$ cat src/bqf_pkg.sv
`default_nettype none
// ----------------------------------------------------------------------------
// bqf_pkg
// Shared types, widths and register codes of the multichannel biquad filter.
// ----------------------------------------------------------------------------
package bqf_pkg;

	localparam int MAX_CHANNELS_DEF = 8;
	localparam int SAMPLE_W         = 24;
	localparam int COEF_W           = 32;
	localparam int COUNT_W          = 4;
	localparam int CFG_IDX_W        = 3;
	localparam int CHIDX_W          = 3;

	localparam logic [CFG_IDX_W-1:0] REG_B0    = 3'd0;
	localparam logic [CFG_IDX_W-1:0] REG_B1    = 3'd1;
	localparam logic [CFG_IDX_W-1:0] REG_B2    = 3'd2;
	localparam logic [CFG_IDX_W-1:0] REG_A1    = 3'd3;
	localparam logic [CFG_IDX_W-1:0] REG_A2    = 3'd4;
	localparam logic [CFG_IDX_W-1:0] REG_COUNT = 3'd5;

	localparam logic signed [COEF_W-1:0] COEF_UNITY = 32'sh1000_0000;
	localparam logic [COUNT_W-1:0]       COUNT_RST  = 4'd1;

	typedef logic signed [SAMPLE_W-1:0] sample_t;
	typedef logic signed [COEF_W-1:0]   coef_val_t;

	typedef struct packed {
		sample_t x1;
		sample_t x2;
		sample_t y1;
		sample_t y2;
	} tap_t;

	typedef struct packed {
		coef_val_t b0;
		coef_val_t b1;
		coef_val_t b2;
		coef_val_t a1;
		coef_val_t a2;
	} coef_t;

endpackage
`default_nettype wire

$ cat src/bqf_state.sv
`default_nettype none
// ----------------------------------------------------------------------------
// bqf_state
// Per-channel delay line store: one write and one registered read per cycle,
// entry valid bits for reset, write-to-read forwarding.
// ----------------------------------------------------------------------------
module bqf_state #(
	parameter int MAX_CHANNELS = bqf_pkg::MAX_CHANNELS_DEF,
	parameter int CH_W         = 3
) (
	input  wire                  clk,
	input  wire                  arst_n,
	input  wire                  rd_en,
	input  wire [CH_W-1:0]       rd_addr,
	input  wire                  wr_en,
	input  wire [CH_W-1:0]       wr_addr,
	input  bqf_pkg::tap_t        wr_taps,
	output bqf_pkg::tap_t        rd_taps
);
	import bqf_pkg::*;

	tap_t                    mem [MAX_CHANNELS];
	logic [MAX_CHANNELS-1:0] valid_q;

	always_ff @(posedge clk) begin
		if (wr_en) begin
			mem[wr_addr] <= wr_taps;
		end
	end

	always_ff @(posedge clk or negedge arst_n) begin
		if (!arst_n) begin
			valid_q <= '0;
		end else if (wr_en) begin
			valid_q[wr_addr] <= 1'b1;
		end
	end

	// forward a write to the same channel, else read the store
	always_ff @(posedge clk) begin
		if (rd_en) begin
			if (wr_en && (wr_addr == rd_addr)) begin
				rd_taps <= wr_taps;
			end else if (valid_q[rd_addr]) begin
				rd_taps <= mem[rd_addr];
			end else begin
				rd_taps <= '0;
			end
		end
	end

endmodule
`default_nettype wire

$ cat config.mk
export PLATFORM = sky130hd
export DESIGN_NAME = bqf_state
export DESIGN_NICKNAME = d
export VERILOG_FILES = /design/src/bqf_pkg.sv /design/src/bqf_state.sv
export SDC_FILE = /design/constraint.sdc
export NUM_CORES = 1
export LEC_CHECK = 0
export BUFFER_PORTS_ARGS = -buffer_cell sky130_fd_sc_hd__buf_2
export CAP_MARGIN = 5
export CELL_PAD_IN_SITES_DETAIL_PLACEMENT = 1
export CELL_PAD_IN_SITES_GLOBAL_PLACEMENT = 1
export CORE_MARGIN = 2
export CORE_UTILIZATION = 53
export CTS_BUF_LIST = sky130_fd_sc_hd__clkbuf_16
export CTS_CLUSTER_SIZE = 40
export DETAILED_ROUTE_END_ITERATION = 10
export GPL_TIMING_DRIVEN = 0
export PLACE_DENSITY = 0.87
export SETUP_SLACK_MARGIN = 0.2
export SYNTH_ARGS = -nofsm -noshare
export SYNTH_HDL_FRONTEND = slang
export SYNTH_SLANG_ARGS = --single-unit
$ cat constraint.sdc
create_clock -name clk -period 2.1 [get_ports clk]
set_input_delay 0.42 -clock clk [delete_from_list [all_inputs] [get_ports clk]]
set_output_delay 0.42 -clock clk [all_outputs]
set_load 0.05 [all_outputs]
After elaboration in Yosys (flattened, before gate mapping)
Memories as Yosys holds them, arrays and structs flattened.
Cells that the tools add are included.
- flip-flop bits (word level): 104
- logic and storage cells: 21
- memory bits (writable): 768
- memories: 1
- memory list (memory ; words ; bits a word ; rd ports ; clocked after memory_dff ; wr ports ; line ; text):
    mem ; 8 ; 96 ; 1 ; 0 ; 1 ; bqf_state.sv:22 ; tap_t mem [MAX_CHANNELS];
- bitwise gates (word level): 1
- equal/unequal tests: 1
- mux-type cells: 8
- magnitude comparators: 3
- reduce and logical (&&, ||, !) cells: 2
- operators by type and width (cell ; count):
    $mux W96 ; 2
    $lt A3 B4 Y1 const B ; 2
    $or A8 B8 Y8 ; 1
    $mux W1 ; 4
    $bmux W1 S3 ; 1
    $demux W1 S3 ; 1
    $eq A3 B3 Y1 ; 1
    $ge A3 B1 Y1 const B ; 1
    $logic_and A1 B1 Y1 ; 2

Logic depth before layout (Yosys ltp)
- depth in word-level cells: 5
- gate-level depth with buffers: 9
- mapped depth without buffers: 4

Worst setup path after synthesis
Ideal clock, no wire load.
- kind: input port to flip-flop
- from: in wr_addr[2]
- to: reg valid_q[0]
- cell stages on the path: 3
- arrival: 7791 ps
- slack: -5798 ps
- buffers on the path: 0
- cell sequence: nand2b_1 -> nor3_1 -> or2_2
- longest elaborated chain between the ends: 5
- elaborated cells on any way between the ends: 6
- classes of those cells: 2 x order compare; 2 x mux; 1 x bitwise; 1 x reduce/logical
- ends and longest elaborated chain (element ; line ; text):
    start, declared ; bqf_state.sv:16 ; input wire [CH_W-1:0] wr_addr,
    $lt A3 B4 Y1 (not written as such) / $ge A3 B1 Y1 (equally long branches) ; bqf_state.sv:35 ; valid_q[wr_addr] <= 1'b1;
    $logic_and A1 B1 Y1 (not written as such) ; bqf_state.sv:35 ;
    $mux W1 (not written as such) ; bqf_state.sv:35 ;
    $demux W1 S3 * ; bqf_state.sv:35 ;
    $or A8 B8 Y8 (no source line) * ; -- ;
    end signal, assigned ; bqf_state.sv:33 ; valid_q <= '0;
    end signal, assigned by index ; bqf_state.sv:35 ;
    end, declared ; bqf_state.sv:23 ; logic [MAX_CHANNELS-1:0] valid_q;
Mark *: on every way between the ends. The rest lies on a longest branch, timed or not.
A chain may end at the register's enable or synchronous reset.

Worst setup path in the final report
- from: reg valid_q[0]
- to: reg rd_taps[85] (netlist bit), data pin
- longest elaborated chain between the ends: 4
- ends and longest elaborated chain (element ; line ; text):
    $bmux W1 S3 ; bqf_state.sv:44 ; end else if (valid_q[rd_addr]) begin
    $mux W1 (not written as such) ; bqf_state.sv:44 ;
    $mux W96 ; bqf_state.sv:44 ;
    $mux W96 ; bqf_state.sv:42 ; if (wr_en && (wr_addr == rd_addr)) begin
    end signal, assigned ; bqf_state.sv:43 ; rd_taps <= wr_taps;
    end signal, assigned ; bqf_state.sv:45 ; rd_taps <= mem[rd_addr];
    end, declared ; bqf_state.sv:18 ; output bqf_pkg::tap_t rd_taps
No other way between the ends. The select of a mux whose other input is x is not followed.

==> impl_metrics.csv <==
group,metric,value,unit
grt,first_global_vias,18000,
power,ir_drop,755,µV
logic_synthesis,ys_warn_count,0,
routing,wl_per_cell,29.6,µm
cells_and_area,drive_gt1_share,38.0,%
hold_path,min_path_type,"in -> reg",
setup_path,cp.required,2480,ps
logic_synthesis,netlist_area,33000,µm²
placed_design,port_buffers,198,
logic_synthesis,synthDistinctLibCells,23,
logic_synthesis,ys_top_cells_by_area,"edfxtp_1 (79%), mux4_2 (13%), mux2i_1 (2.9%)",
grt,grt_max_degree,57,
logic_synthesis,synth-simple-area-share,1.53,%
grt,grt-ovfl-total,0,
floorplanning,start_util,53.6,%
cts,cts_tree,"done",
logic_synthesis,synthXorXnorAreaFrac,0.0796,%
setup_path,start_kind,"flip-flop",
logic_synthesis,synth_top_area_share,78.6,%
status,outcome,"finished, final reports clean",
job,maxCapViolCount,0,
setup_path,crit_arrival,2340,ps
floorplanning,core,61600,µm²
timing,setup_violations,0,
routing,avgViaCountPerCell,5.95,
floorplanning,die_area,64300,µm²
timing,fin_skew,29.2,ps
routing,route.detailed.drc,0,
routing,ant_nets,0,
cells_and_area,fin_nets,1901,
routing,dr.pass1.iters,5,
cells_and_area,stdcell_area,39300,µm²
cells_and_area,area_growth,19.0,%
routing,via_count,16100,
grt,grt_util_met3,5.13,%
cts,cts_buffers,87,
timing,grt_setup_unrepaired,"yes",
logic_synthesis,synth_largest_area_cell,"edfxtp_1",
power,powerDensity,985,nW/µm²
grt,grt_use_met2,42.1,%
grt,busiest_layer,"met2",
setup_path,critical_path.max_fanout,7,
timing,fmax,0.511,GHz
cts,clk_pin_slew_worst_paths,60,ps
logic_synthesis,synthMuxAreaShare,16.1,%
floorplanning,die_w,253,µm
cts,ctsHtreeMaxLevel,3,
placed_design,pre_cts_ws,-1120,ps
cells_and_area,fill_cells,5012,
floorplanning,pin_count,202,
floorplanning,placementRows,91,
timing,finalHoldViolations,0,
power,total_leakage_power,13.1,nW
routing,drt_iter0_drc,1414,
cts,cts.path.max_buffers,3,
setup_path,crit_type,"reg -> reg",
timing,tightest_slew,988,ps
cts,clock_sinks,872,
logic_synthesis,syn_inst,1461,
logic_synthesis,synth_top_family_by_area,"multiplexers",
grt,antenna_found_initial,18,
placed_design,gp_congestion,0.748,
timing,period_needed,1960,ps
placed_design,place_area,36100,µm²
cts,insertion_delay,650,ps
grt,grt_usage,25.4,%
logic_synthesis,syn_nets,1567,
setup_path,cp-end-kind,"flip-flop",
logic_synthesis,seq_area_frac_synth,79.3,%
floorplanning,die_y,253,µm
logic_synthesis,synth_compound_area_share,1.94,%
logic_synthesis,synth.avg_cell_area,22.6,µm²
logic_synthesis,ys_ff_latch,872,
timing,finalCritPeriodShare,93.3,%
grt,grt_pass1_wl,117000,µm
timing,maxSlewHeadroom,34.1,%
grt,met1_usage,34.0,%
placed_design,dp_hpwl,49000,µm
timing,finalWorstSetupSlack,141,ps
logic_synthesis,synth_fa_ha_area_share,0,%
timing,maxSlewViolCount,0,
routing,wl,80100,µm
cts,root_buffer,"clkbuf_16",
cells_and_area,final_core_util,63.7,%
[cell usage after synthesis]
master / count
nand2_1: 98
or2_2: 8
or4_1: 1
clkbuf_2: 1
clkbuf_1: 45
mux2i_1: 96
a2111oi_0: 1
buf_2: 22
mux2_2: 1
buf_1: 4
and4_1: 1
nor2_1: 6
nor3_1: 2
xnor2_1: 3
edfxtp_1: 864
mux4_2: 193
dfrtp_1: 8
o21ai_2: 40
o21ai_0: 56
nor3b_1: 1
nor2b_1: 2
nand2b_1: 3
buf_6: 5
[critical path, cell delays in order (launching register included)]
cell	delay, ps
dfrtp_1	370
nor2b_1	130
a2111oi_1	410
or4_4	220
buf_12	150
buf_12	170
buf_12	150
o21ai_4	80
[metrics by stage]
stage	cells	hold slack (ps)	setup TNS (ps)	total power [mW]
global route	2701	69.9	0	39.7
floorplan	1461	124	-417230	22.7
detailed placement	2536	276	-140290	24.0
finish	2705	53.3	0	38.7
CTS	2692	34.1	0	38.8
global placement	2496	262	-1959100	23.7
[timing repair]
action                                  in CTS  in global routing
gates resized for setup                     67                 17
setup buffers                                2                  0
hold buffers                                 1                  0
hold endpoints to repair                     8                  0
endpoints found under the setup margin      96                 75
gates cloned                                 2                  2
pin swaps                                    1                  3
[sequential cells by signal, summed over array words and instances, names as in the netlist]
register  flops
mem         768
rd_taps      96
valid_q       8
[placed cells by master (no fill, tap or decap), types with 16 or more instances in the layout]
cell type,count
mux2i_1,94
clkinv_2,16
nand2_1,96
edfxtp_1,864
clkbuf_16,93
clkbuf_2,25
buf_12,27
buf_4,19
mux4_2,193
buf_2,201
clkinv_1,16
o21ai_2,48
o21ai_1,38
[report_power, final]
part / internal, mW / switching, mW
registers: 20.0 / 0.230
clock network: 8.47 / 6.44
logic: 1.24 / 2.32
[final cells by class]
| cell class | count | area (µm²) | area share (%) |
|---|---|---|---|
| diodes | 11 | 27.5 | 0.0701 |
| repair buffers | 245 | 1980 | 5.05 |
| well taps | 837 | 1050 | 2.67 |
| clock buffers | 90 | 2250 | 5.74 |
| clock inverters | 61 | 453 | 1.15 |
| plain buffers | 77 | 588 | 1.50 |
| multi-input cells | 512 | 6770 | 17.2 |
| flip-flops and latches | 872 | 26100 | 66.6 |
[worst paths after layout]
kind	end	start	slack, ps	cells past startpoint
setup / recovery	rd_taps[85]	valid_q[0]	140	7
max in group asynchronous	valid_q[5]	arst_n	1710	2
min in group asynchronous	valid_q[2]	arst_n	200	2
setup reg to reg	rd_taps[85]	valid_q[0]	140	7
hold reg to reg	valid_q[0]	valid_q[0]	470	1
hold / removal	mem[2][32]	wr_taps[32]	50	1
[per-layer routing]
metal	share of wire (%)	wire length, µm
met5	0.13	107
met4	2.4	1950
met3	6.9	5500
met2	51	40800
met1	40	31700
[cell families after synthesis]
kind of cell | after synthesis
flip-flops | 872
AO/OA/AOI/OAI | 97
multiplexers | 290
XOR/XNOR | 3
AND/OR/NAND/NOR | 122
buffers and inverters | 77
No activity file was read; power rests on OpenSTA's default activity.
